$ cat src/design/tcds_pkg.sv
// ----------------------------------------------------------------------------
// tcds_pkg
// Shared types and constants for the table cell difference statistics block.
// ----------------------------------------------------------------------------
package tcds_pkg;

    localparam int VALUE_BITS    = 32;
    localparam int MAX_CELLS_DEF = 65536;
    localparam int SUM_W         = 48;
    localparam int ALU_W         = SUM_W + 1;
    localparam int EPS_W         = 32;
    localparam int LEN_W         = 13;
    localparam int ROW_W         = 16;
    localparam int COL_W         = 12;
    localparam int CNT_OUT_W     = 17;
    localparam int DELTA_W       = 32;
    localparam int CFG_IDX_W     = 2;
    localparam int CFG_DATA_W    = 32;
    localparam int MAX_ROW_LEN   = 4096;

    localparam logic [CFG_IDX_W-1:0] CFG_EPSILON      = 2'd0;
    localparam logic [CFG_IDX_W-1:0] CFG_ROW_LENGTH   = 2'd1;
    localparam logic [CFG_IDX_W-1:0] CFG_EMIT_CHANGES = 2'd2;

    localparam logic REC_CHANGE  = 1'b0;
    localparam logic REC_SUMMARY = 1'b1;

    typedef struct packed {
        logic signed [VALUE_BITS-1:0] value_old;
        logic signed [VALUE_BITS-1:0] value_new;
        logic                         final_cell;
    } t_in_item;

    typedef struct packed {
        logic                         record_kind;
        logic [ROW_W-1:0]             row_index;
        logic [COL_W-1:0]             col_index;
        logic signed [VALUE_BITS-1:0] old_out;
        logic signed [VALUE_BITS-1:0] new_out;
        logic [CNT_OUT_W-1:0]         cells_total;
        logic [CNT_OUT_W-1:0]         cells_over_eps;
        logic [DELTA_W-1:0]           max_delta;
        logic [DELTA_W-1:0]           mean_delta;
        logic                         last_result;
    } t_out_item;

    typedef enum logic [3:0] {
        ST_IDLE,
        ST_SUB,
        ST_ABS,
        ST_EPS,
        ST_SUM,
        ST_MAX,
        ST_CHG,
        ST_DIV,
        ST_SUMMARY
    } t_state;

endpackage

$ cat src/design/table_cell_diff_stats.sv
// ----------------------------------------------------------------------------
// table_cell_diff_stats
// Thresholded cell difference of two tables with count, max and mean summary.
// ----------------------------------------------------------------------------
// Each accepted cell pair runs through one shared 49-bit add/subtract unit
// under a small sequencer: difference, absolute value, epsilon compare, sum
// accumulate and max compare, then an output step, so o_in_stall stays high
// through all of these steps and no new item is taken until the cell is done
// (the output step also waits while the change record is held off by
// i_out_stall). The final cell of a table adds a restoring division of the
// 48-bit change sum by the changed count on the same unit, one quotient bit
// per cycle, then a summary step that loads the summary item (waiting while
// it is held off by i_out_stall). o_in_stall is high while an item is in work.
// Configuration writes are always taken (o_cfg_ready is tied high) and
// should be made while idle.
module table_cell_diff_stats #(
    parameter int MAX_CELLS = tcds_pkg::MAX_CELLS_DEF
) (
    input  logic                                i_clk,
    input  logic                                i_rst_n,
    input  logic                                i_in_valid,
    output logic                                o_in_stall,
    input  tcds_pkg::t_in_item                  i_in,
    output logic                                o_out_valid,
    input  logic                                i_out_stall,
    output tcds_pkg::t_out_item                 o_out,
    input  logic                                i_cfg_valid,
    output logic                                o_cfg_ready,
    input  logic [tcds_pkg::CFG_IDX_W-1:0]      i_cfg_index,
    input  logic [tcds_pkg::CFG_DATA_W-1:0]     i_cfg_data
);
    import tcds_pkg::*;

    localparam int CNT_W   = $clog2(MAX_CELLS + 1);
    localparam int EXT_W   = (CNT_W > CNT_OUT_W) ? CNT_W : CNT_OUT_W;
    localparam int STEP_W  = $clog2(SUM_W);
    localparam logic [CNT_W-1:0] CNT_MAX = CNT_W'(MAX_CELLS);
    localparam logic [SUM_W-1:0] SUM_SAT = {SUM_W{1'b1}};

    // configuration
    logic [EPS_W-1:0] r_epsilon;
    logic [LEN_W-1:0] r_row_length;
    logic             r_emit;

    // sequencer and item
    t_state                  r_state, n_state;
    logic [VALUE_BITS-1:0]   r_old, r_new;
    logic                    r_fin;
    logic [ALU_W-1:0]        r_diff;
    logic [DELTA_W-1:0]      r_ad;
    logic                    r_changed;

    // statistics
    logic [COL_W-1:0]  r_col;
    logic [ROW_W-1:0]  r_row;
    logic [CNT_W-1:0]  r_total, r_chg_cnt;
    logic [SUM_W-1:0]  r_sum;
    logic [DELTA_W-1:0] r_max;

    // divider
    logic [SUM_W-1:0]  r_quo;
    logic [CNT_W-1:0]  r_rem;
    logic [STEP_W-1:0] r_step;

    // output register
    logic      r_out_valid;
    t_out_item r_out;

    // shared unit
    logic [ALU_W-1:0] alu_a, alu_b, alu_res;
    logic             alu_sub;

    logic             in_acc, out_free, out_load;
    logic [CNT_W:0]   div_shift;
    logic [LEN_W-1:0] len_eff;
    logic [LEN_W-1:0] col_next;
    logic [DELTA_W-1:0] mean_val;
    logic [EXT_W-1:0] total_ext, chg_ext;
    t_out_item        rec;

    assign in_acc      = i_in_valid && !o_in_stall;
    assign o_in_stall  = (r_state != ST_IDLE);
    assign o_cfg_ready = 1'b1;
    assign o_out_valid = r_out_valid;
    assign o_out       = r_out;
    assign out_free    = !r_out_valid || !i_out_stall;

    assign alu_res   = alu_a + (alu_sub ? ~alu_b : alu_b) + ALU_W'(alu_sub);
    assign div_shift = {r_rem, r_quo[SUM_W-1]};

    always_comb begin
        if (r_row_length == '0) begin
            len_eff = LEN_W'(1);
        end else if (r_row_length > LEN_W'(MAX_ROW_LEN)) begin
            len_eff = LEN_W'(MAX_ROW_LEN);
        end else begin
            len_eff = r_row_length;
        end
    end
    assign col_next = LEN_W'(r_col) + LEN_W'(1);

    always_comb begin
        if (r_chg_cnt == '0) begin
            mean_val = '0;
        end else if (r_quo[SUM_W-1:DELTA_W] != '0) begin
            mean_val = {DELTA_W{1'b1}};
        end else begin
            mean_val = r_quo[DELTA_W-1:0];
        end
    end
    assign total_ext = EXT_W'(r_total);
    assign chg_ext   = EXT_W'(r_chg_cnt);

    // next state
    always_comb begin
        n_state = r_state;
        case (r_state)
            ST_IDLE:    if (in_acc) n_state = ST_SUB;
            ST_SUB:     n_state = ST_ABS;
            ST_ABS:     n_state = ST_EPS;
            ST_EPS:     n_state = ST_SUM;
            ST_SUM:     n_state = ST_MAX;
            ST_MAX:     n_state = ST_CHG;
            ST_CHG: begin
                if (!(r_changed && r_emit) || out_free) begin
                    n_state = r_fin ? ST_DIV : ST_IDLE;
                end
            end
            ST_DIV:     if (r_step == STEP_W'(SUM_W - 1)) n_state = ST_SUMMARY;
            ST_SUMMARY: if (out_free) n_state = ST_IDLE;
            default:    n_state = ST_IDLE;
        endcase
    end

    // shared unit operands and output record
    always_comb begin
        alu_a    = '0;
        alu_b    = '0;
        alu_sub  = 1'b0;
        out_load = 1'b0;
        rec      = '0;
        case (r_state)
            ST_SUB: begin
                alu_a   = {{(ALU_W-VALUE_BITS){r_new[VALUE_BITS-1]}}, r_new};
                alu_b   = {{(ALU_W-VALUE_BITS){r_old[VALUE_BITS-1]}}, r_old};
                alu_sub = 1'b1;
            end
            ST_ABS: begin
                // negate when the difference came out negative
                alu_b   = r_diff;
                alu_sub = r_diff[ALU_W-1];
            end
            ST_EPS: begin
                alu_a   = ALU_W'(r_epsilon);
                alu_b   = ALU_W'(r_ad);
                alu_sub = 1'b1;
            end
            ST_SUM: begin
                alu_a = ALU_W'(r_sum);
                alu_b = ALU_W'(r_ad);
            end
            ST_MAX: begin
                alu_a   = ALU_W'(r_max);
                alu_b   = ALU_W'(r_ad);
                alu_sub = 1'b1;
            end
            ST_CHG: begin
                rec.record_kind = REC_CHANGE;
                rec.row_index   = r_row;
                rec.col_index   = r_col;
                rec.old_out     = r_old;
                rec.new_out     = r_new;
                out_load        = r_changed && r_emit && out_free;
            end
            ST_DIV: begin
                alu_a   = ALU_W'(div_shift);
                alu_b   = ALU_W'(r_chg_cnt);
                alu_sub = 1'b1;
            end
            ST_SUMMARY: begin
                rec.record_kind    = REC_SUMMARY;
                rec.cells_total    = total_ext[CNT_OUT_W-1:0];
                rec.cells_over_eps = chg_ext[CNT_OUT_W-1:0];
                rec.max_delta      = r_max;
                rec.mean_delta     = mean_val;
                rec.last_result    = 1'b1;
                out_load           = out_free;
            end
            default: begin
            end
        endcase
        if (r_state == ST_CHG) begin
            rec.last_result = !r_fin;
        end
    end

    always_ff @(posedge i_clk) begin
        if (!i_rst_n) begin
            r_state      <= ST_IDLE;
            r_epsilon    <= '0;
            r_row_length <= LEN_W'(1);
            r_emit       <= 1'b1;
            r_col        <= '0;
            r_row        <= '0;
            r_total      <= '0;
            r_chg_cnt    <= '0;
            r_sum        <= '0;
            r_max        <= '0;
            r_out_valid  <= 1'b0;
            r_step       <= '0;
        end else begin
            r_state <= n_state;

            if (i_cfg_valid && o_cfg_ready) begin
                case (i_cfg_index)
                    CFG_EPSILON:      r_epsilon    <= i_cfg_data[EPS_W-1:0];
                    CFG_ROW_LENGTH:   r_row_length <= i_cfg_data[LEN_W-1:0];
                    CFG_EMIT_CHANGES: r_emit       <= i_cfg_data[0];
                    default: begin
                    end
                endcase
            end

            if (out_load) begin
                r_out_valid <= 1'b1;
            end else if (!i_out_stall) begin
                r_out_valid <= 1'b0;
            end

            case (r_state)
                ST_SUB: begin
                    if (r_total < CNT_MAX) r_total <= r_total + CNT_W'(1);
                end
                ST_SUM: begin
                    if (r_changed) begin
                        if (r_chg_cnt < CNT_MAX) r_chg_cnt <= r_chg_cnt + CNT_W'(1);
                        r_sum <= alu_res[ALU_W-1] ? SUM_SAT : alu_res[SUM_W-1:0];
                    end
                end
                ST_MAX: begin
                    if (r_changed && alu_res[ALU_W-1]) r_max <= r_ad;
                end
                ST_CHG: begin
                    if (n_state != ST_CHG) begin
                        // advance the cell position
                        if (col_next >= len_eff) begin
                            r_col <= '0;
                            r_row <= r_row + ROW_W'(1);
                        end else begin
                            r_col <= col_next[COL_W-1:0];
                        end
                        r_step <= '0;
                    end
                end
                ST_DIV: begin
                    r_step <= r_step + STEP_W'(1);
                end
                ST_SUMMARY: begin
                    if (out_load) begin
                        r_col     <= '0;
                        r_row     <= '0;
                        r_total   <= '0;
                        r_chg_cnt <= '0;
                        r_sum     <= '0;
                        r_max     <= '0;
                    end
                end
                default: begin
                end
            endcase
        end
    end

    // datapath registers without reset
    always_ff @(posedge i_clk) begin
        if (in_acc) begin
            r_old <= i_in.value_old;
            r_new <= i_in.value_new;
            r_fin <= i_in.final_cell;
        end
        case (r_state)
            ST_SUB: r_diff <= alu_res;
            ST_ABS: r_ad   <= alu_res[DELTA_W-1:0];
            ST_EPS: r_changed <= alu_res[ALU_W-1];
            ST_CHG: begin
                r_quo <= r_sum;
                r_rem <= '0;
            end
            ST_DIV: begin
                // restoring step: keep the trial remainder when it did not borrow
                if (alu_res[ALU_W-1]) begin
                    r_rem <= div_shift[CNT_W-1:0];
                    r_quo <= {r_quo[SUM_W-2:0], 1'b0};
                end else begin
                    r_rem <= alu_res[CNT_W-1:0];
                    r_quo <= {r_quo[SUM_W-2:0], 1'b1};
                end
            end
            default: begin
            end
        endcase
        if (out_load) begin
            r_out <= rec;
        end
    end

endmodule
$ cat config.mk
export PLATFORM = sky130hd
export DESIGN_NAME = table_cell_diff_stats
export DESIGN_NICKNAME = d
export VERILOG_FILES = /design/src/design/tcds_pkg.sv /design/src/design/table_cell_diff_stats.sv
export SDC_FILE = /design/constraint.sdc
export NUM_CORES = 1
export LEC_CHECK = 0
export BUFFER_PORTS_ARGS = -buffer_cell sky130_fd_sc_hd__buf_2
export CAP_MARGIN = 5
export CORE_MARGIN = 3
export CORE_UTILIZATION = 59
export DETAILED_ROUTE_END_ITERATION = 12
export PLACE_DENSITY_LB_ADDON = 0.05
export SYNTH_ARGS = -nofsm -noshare
export SYNTH_HDL_FRONTEND = slang
export SYNTH_SLANG_ARGS = --single-unit
export TNS_END_PERCENT = 1
$ cat constraint.sdc
create_clock -name i_clk -period 17.21 [get_ports i_clk]
set_input_delay 3.442 -clock i_clk [delete_from_list [all_inputs] [get_ports i_clk]]
set_output_delay 3.442 -clock i_clk [all_outputs]
set_load 0.01 [all_outputs]
==> results.txt, run 1 <==
Status = completed
Crit. End Element = flop
Delay-heaviest family, CP = buffers and inverters
Slowest CP cell = dfxtp_1
First-pass DRT Iterations = 8
Top_reg_cell synth = edfxtp_1
PostCTS Resize Cnt = 0
Pwr dens = 109.9 nW/um^2
Reg2Reg Depth = 18
Synth Area in Compound Gates = 14.42%
First-pass GRT wire length = 125.5 mm
F_max = 143.5 MHz
Placed Area = 30270 um^2
Sw Share = 28.35%
TritonCTS clock tree = yes
Synth Area in XOR/XNOR = 4.093%
Tot Pwr = 3.542 mW
Share of layout cells above drive strength 1 = 15.68%
Vias in the first global route = 21330
Final setup TNS = 0 ps
Worst slew pin tran = 1173 ps
Largest family of logic cells by synthesized area = simple AND/OR/NAND/NOR gates
Clock tree buffer depth = 3
Worst clock skew = 32.44 ps
IO buf count = 297
CTS Buf Count = 60
Largest net degree at the start of global routing = 94
Post-synth top area share = 42.58%
Die height = 225.7 um
Setup Buffers After CTS = 0
Final Cell Area = 32230 um^2
Initial antenna violation count = 1
Die Wd = 225.7 um
Syn Nets = 2876
Overall Global Routing Usage = 31.64%
Worst path cell trace = nor2_1 > nand3b_2 > clkinv_2 > buf_4 > a222oi_1 > xor2_1 > ha_1 > nand4_1 > nor4_1 > o2111ai_1 > a41oi_1 > o2111ai_1 > nand3b_2 > xor2_4 > inv_2 > buf_4 > nand4_1 > a21boi_0
Final setup viols = 0
VDD IR max = 0.09137 mV
WP buf/inv = 4
Fin crit period = 6969 ps
Async SR Flop Fraction = 0%
CP Class = flop to flop
DR WL/cell = 23.05 um
Final Wtd Congestion = 0.9520
Grt total ovfl = 0
Slowest stage delay, CP = 690 ps
Psw = 1.004 mW
Number of DRC markers in iteration 0 = 2199
Fin nets = 3072
Total die area = 50960 um^2
Post-Synth Simple-Gate Area = 18.50%
CP Depth = 18
Std-Cell Rows = 79
Post-synth EDFFs = 404
Post-Syn Instances = 2705
Clk_lat worst skew = 650 ps
Cells on Worst Hold Path = 2
Final Hold Viols = 0
Crit share post-route = 40.49%
Initial core utilization = 60.42%
Pins Over Slew Limit = 0
Mean Syn Cell Area = 10.53 um^2
Yosys cell types = 89
Critical Path RT = 17750 ps
Clk slew on worst S/H paths = 70 ps
Max-cap violations = 0
Post-synthesis cell area = 28490 um^2
Cell leakage power = 11.91 nW
HPWL after DPL = 56.46 mm
Root Driver = clkbuf_16
Flops & latches, synth = 603
RSZ-0062 raised after global routing = false
CP arrival = 7510 ps
Fraction of the mapped netlist area in adder cells = 2.969%
Multiplexer area fraction after synthesis = 0.3601%
H-tree Lvls = 2
Share of the yosys chip area belonging to registers = 56.57%
Final wirelength = 82.10 mm
Reg power frac = 47.3%
Yosys top cell by area = edfxtp_1
Internal power = 2.538 mW
Logic pwr share = 16.3%
Synth warn = 0
I/O pin count = 299
P&R area growth vs syn = 13.14%
Type of the worst min-delay path = flop to flop
Startpoint types = flop
Clk sink count = 603
Vias after detailed routing = 22080
Core ar. = 47150 um^2
Most area-consuming cells after synthesis = edfxtp_1 (43%), dfxtp_1 (14%), nand2_1 (7.1%)
Routed Antenna Nets = 0
# hold bufs at CTS = 0
Clock power share = 36.5%
Max_slew headroom = 21.63%
DRC viols = 0
Crit Path Max Fanout = 55
Via density = 6.200
[final timing paths]
check,startpoint,endpoint,slack (ps)
hold reg to reg,r_row[10],r_row[10],460
setup / recovery,r_state[2],r_max[24],10240
setup reg to reg,r_state[2],r_max[24],10240
hold / removal,r_row[10],r_row[10],460
[metal layers]
layer | vias to the layer above | GRT usage (%) | wire (um) | part of all wire [%]
li1 | 10180 | - | - | -
met1 | 10720 | 43.01 | 33930 | 41
met2 | 1004 | 51.25 | 38610 | 47
met3 | 175 | 5.486 | 6443 | 7.8
met4 | 0 | 11.89 | 3115 | 3.8
met5 | - | 0 | 0 | 0
[Yosys cell counts, drive strengths merged, types with 48 or more instances]
cell type	number
clkbuf	148
nand3	62
nand4	58
and2	177
nor2	147
xnor2	48
a21boi	83
dfxtp	199
ha	66
a21oi	113
o21ai	48
xor2	83
nand2	539
edfxtp	404
[power groups by stage]
stage               clock network (mW)  logic, mW  registers, mW
floorplan                            0      0.415           1.68
global placement                     0      0.555           1.70
detailed placement                   0      0.563           1.70
CTS                               1.31      0.567           1.67
global route                      1.37      0.631           1.68
finish                            1.29      0.576           1.67
[flip-flops by register name (all words and copies together) (netlist names), 6 cells and up]
name,cells
r_sum,48
r_old,32
r_epsilon,32
r_new,32
r_total,17
r_ad,32
r_quo,48
o_out,192
r_rem,17
r_max,32
r_col,12
r_row_length,13
r_step,6
r_row,16
chg_ext,17
r_diff,49
[cell type report]
class	count	area, um^2
tap	607	759.5
inverter	29	110.1
timing repair buffer	326	1707
sequential	603	16120
multi-input combinational	1881	11580
clock buffer	90	1757
fill	3671	14920
clock inverter	24	200.2
antenna	1	2.502
[per-stage QoR]
stage                     setup WS, ps  utilization [%]  hold slack [ps]  std cells
after floorplan                   3726                -            424.1       2705
after global placement           10810            64.20            443.5       3446
after detailed placement         10470            64.20            448.6       3446
after CTS                        10450            68.35            458.6       3560
after global routing              9862            68.36            487.0       3561
final                            10240            68.36            459.6       3561
[layout by cell type, fill, tap and decap left out, types with 30 or more instances in the layout]
cell,synthesis,layout
a22oi_1,42,42
nand2_1,539,536
a21boi_0,83,83
edfxtp_1,404,404
a222oi_1,30,30
nand4_1,58,58
o21ai_0,44,44
nand3_1,62,62
o211ai_1,36,36
ha_1,66,66
buf_4,3,30
clkbuf_16,0,62
buf_2,14,296
xnor2_1,48,48
and2_1,176,175
dfxtp_1,199,199
xor2_1,82,82
nor2_1,147,146
o311a_1,44,44
a21oi_1,112,109
[logic make-up (layout without fill, tap and decap cells)]
logic type               count (synthesis)  in the layout
flip-flops                             603            603
other                                    1              2
AND/OR/NAND/NOR                       1117           1117
AO/OA/AOI/OAI                          555            555
buffers and inverters                  221            469
multiplexers                            10             10
XOR/XNOR                               131            131
adder cells (fa/ha/maj)                 67             67
[worst register-to-register path, stage by stage, from the launching register on]
cell and delay [ps]:
dfxtp_1 690, nor2_1 190, nand3b_2 170, clkinv_2 520, buf_4 540, a222oi_1 410
xor2_1 120, ha_1 460, nand4_1 260, nor4_1 640, o2111ai_1 200, a41oi_1 430
o2111ai_1 190, nand3b_2 200, xor2_4 100, inv_2 570, buf_4 710, nand4_1 230
a21boi_0 210
Power figures use the tool's default switching activity.
==> run 2: changes to the inputs <==
--- a/config.mk
+++ b/config.mk
@@ -8,7 +8,7 @@
 export BUFFER_PORTS_ARGS = -buffer_cell sky130_fd_sc_hd__buf_2
 export CAP_MARGIN = 5
 export CORE_MARGIN = 3
-export CORE_UTILIZATION = 59
+export CORE_UTILIZATION = 54
 export DETAILED_ROUTE_END_ITERATION = 12
 export PLACE_DENSITY_LB_ADDON = 0.05
 export SYNTH_ARGS = -nofsm -noshare
==> constraint.sdc (replaced) <==
create_clock -name i_clk -period 6 [get_ports i_clk]
set_input_delay 1.2 -clock i_clk [delete_from_list [all_inputs] [get_ports i_clk]]
set_output_delay 1.2 -clock i_clk [all_outputs]
set_load 0.01 [all_outputs]
==> results.txt, run 2 (same netlist as run 1, synthesis figures left out) <==
Crit share post-route = 92.79% (was 40.49%)
First-pass DRT Iterations = 8 (unchanged)
Final setup TNS = 0 ps (unchanged)
Setup Buffers After CTS = 0 (unchanged)
Status = completed (unchanged)
CP Class = flop to flop (unchanged)
Clock tree buffer depth = 3 (unchanged)
Root Driver = clkbuf_16 (unchanged)
Std-Cell Rows = 83 (was 79)
Psw = 2.935 mW (was 1.004 mW)
Slowest stage delay, CP = 730 ps (was 690 ps)
# hold bufs at CTS = 0 (unchanged)
Fin crit period = 5567 ps (was 6969 ps)
Worst path cell trace = nor2_1 > nand3b_2 > clkinv_2 > buf_4 > a222oi_1 > nand2_1 > xnor2_1 > ha_1 > buf_4 > nand2_1 > o31ai_1 > o2111ai_1 > a41oi_1 > o2111ai_1 > nand3b_2 > xor2_4 > inv_2 > buf_4 > nand4_1 > a21boi_0 (was nor2_1 > nand3b_2 > clkinv_2 > buf_4 > a222oi_1 > xor2_1 > ha_1 > nand4_1 > nor4_1 > o2111ai_1 > a41oi_1 > o2111ai_1 > nand3b_2 > xor2_4 > inv_2 > buf_4 > nand4_1 > a21boi_0)
Vias in the first global route = 21150 (was 21330)
CTS Buf Count = 61 (was 60)
Final Hold Viols = 0 (unchanged)
TritonCTS clock tree = yes (unchanged)
PostCTS Resize Cnt = 0 (unchanged)
Critical Path RT = 6540 ps (was 17750 ps)
Type of the worst min-delay path = flop to flop (unchanged)
Die Wd = 235.7 um (was 225.7 um)
CP arrival = 6110 ps (was 7510 ps)
WP buf/inv = 5 (was 4)
Final Wtd Congestion = 0.9796 (was 0.9520)
Filler cell count = 4306 (was 3671)
Pwr dens = 320.4 nW/um^2 (was 109.9 nW/um^2)
Area taken by multi-input logic gates = 11580 um^2 (about the same)
Share of layout cells above drive strength 1 = 16.10% (was 15.68%)
First-pass GRT wire length = 126.8 mm (was 125.5 mm)
Die height = 235.7 um (was 225.7 um)
Max_slew headroom = 23.77% (was 21.63%)
Initial core utilization = 55.09% (was 60.42%)
Grt total ovfl = 0 (unchanged)
Worst clock skew = 38.11 ps (was 32.44 ps)
Crit. End Element = flop (unchanged)
Initial antenna violation count = 1 (unchanged)
Overall Global Routing Usage = 28.96% (was 31.64%)
Cell leakage power = 12.07 nW (was 11.91 nW)
Startpoint types = flop (unchanged)
Reg area = 16120 um^2 (unchanged)
Antenna Cells = 0 (was 1)
Via density = 6.036 (was 6.200)
Logic pwr share = 16.4% (was 16.3%)
Clock power share = 37.8% (was 36.5%)
Reg power frac = 45.9% (was 47.3%)
Internal power = 7.515 mW (was 2.538 mW)
Delay-heaviest family, CP = compound AO/OA/AOI/OAI gates (was buffers and inverters)
Most common cell after layout, fill and taps aside = nand2_1 (unchanged)
Critical path's most frequent cell = buf_4
IO buf count = 297 (unchanged)
Worst slew pin tran = 1141 ps (was 1173 ps)
Slowest CP cell = dfxtp_1 (unchanged)
Sw Share = 28.08% (was 28.35%)
VDD IR max = 0.2381 mV (was 0.09137 mV)
Pins Over Slew Limit = 0 (unchanged)
Vias after detailed routing = 22030 (was 22080)
P&R area growth vs syn = 14.50% (was 13.14%)
Most frequent cells in the layout = nand2_1 (536), edfxtp_1 (404), buf_2 (296) (unchanged)
Max-cap violations = 0 (unchanged)
Largest register FFs = 192 (unchanged)
Number of DRC markers in iteration 0 = 2148 (was 2199)
Routed Antenna Nets = 0 (unchanged)
DRC viols = 0 (unchanged)
Clk_lat worst skew = 660 ps (was 650 ps)
H-tree Lvls = 2 (unchanged)
RSZ-0062 raised after global routing = false (unchanged)
Hold slack = 467.8 ps (was 459.6 ps)
HPWL after DPL = 57.72 mm (was 56.46 mm)
Largest net degree at the start of global routing = 98 (was 94)
Fin nets = 3087 (was 3072)
Crit Path Max Fanout = 38 (was 55)
Core ar. = 51720 um^2 (was 47150 um^2)
F_max = 179.6 MHz (was 143.5 MHz)
DR WL/cell = 22.66 um (was 23.05 um)
Clk slew on worst S/H paths = 60 ps (was 70 ps)
Final setup viols = 0 (unchanged)
Total die area = 55550 um^2 (was 50960 um^2)
Final wirelength = 82.70 mm (was 82.10 mm)
I/O pin count = 299 (unchanged)
Clk sink count = 603 (unchanged)
==> run 2: area by class of cell <==
type                    count  share of cell area (%)
well taps                 680                   2.608
repair buffers            340                   5.746
clock inverters            28                   1.078
clock buffers              88                   5.332
multi-input cells        1881                   35.49
inverters                  29                  0.3376
flip-flops and latches    603                   49.41
==> run 2: power groups by stage <==
stage                     Combinational, mW  Clock [mW]  Sequential, mW
after floorplan                        1.19           0            4.82
after global placement                 1.67           0            4.88
after detailed placement               1.68           0            4.88
after CTS                              1.69        3.99            4.79
after global routing                   1.87        4.16            4.80
final                                  1.71        3.95            4.79
==> run 2: metal layers <==
layer	track usage (%)	vias to the layer above	part of all wire (%)
met3	4.089	148	6.6
met1	39.98	10780	42
li1	-	10210	-
met2	47.15	893	48
met4	10.08	0	3.4
met5	0	-	0
==> run 2: final timing paths <==
path	slack (ps)	cells after the start	start	end
worst min register to register	470	2	r_epsilon[28]	r_epsilon[28]
worst max register to register	430	20	r_state[3]	r_max[3]
worst min-delay path	470	2	r_epsilon[28]	r_epsilon[28]
worst max-delay path	430	20	r_state[3]	r_max[3]
==> run 2: worst min-delay path, delay by kind of cell (launching register included) <==
family / cells / cell delay (ps)
DFF: 1 / 310
AOI/OAI and AO/OA: 1 / 60
and+or+nand+nor: 1 / 40
==> run 2: metrics by stage <==
step	std cells	setup WS, ps	instance area [um^2]	util [%]	total power [mW]
final	3649	432.6	32620	63.07	10.45
after global routing	3649	131.5	32620	63.07	10.84
after CTS	3649	610.2	32620	63.07	10.47
after detailed placement	3533	633.5	30530	59.03	6.557
after global placement	3533	798.8	30530	59.03	6.542
after floorplan	2705	202.1	28500	-	6.008
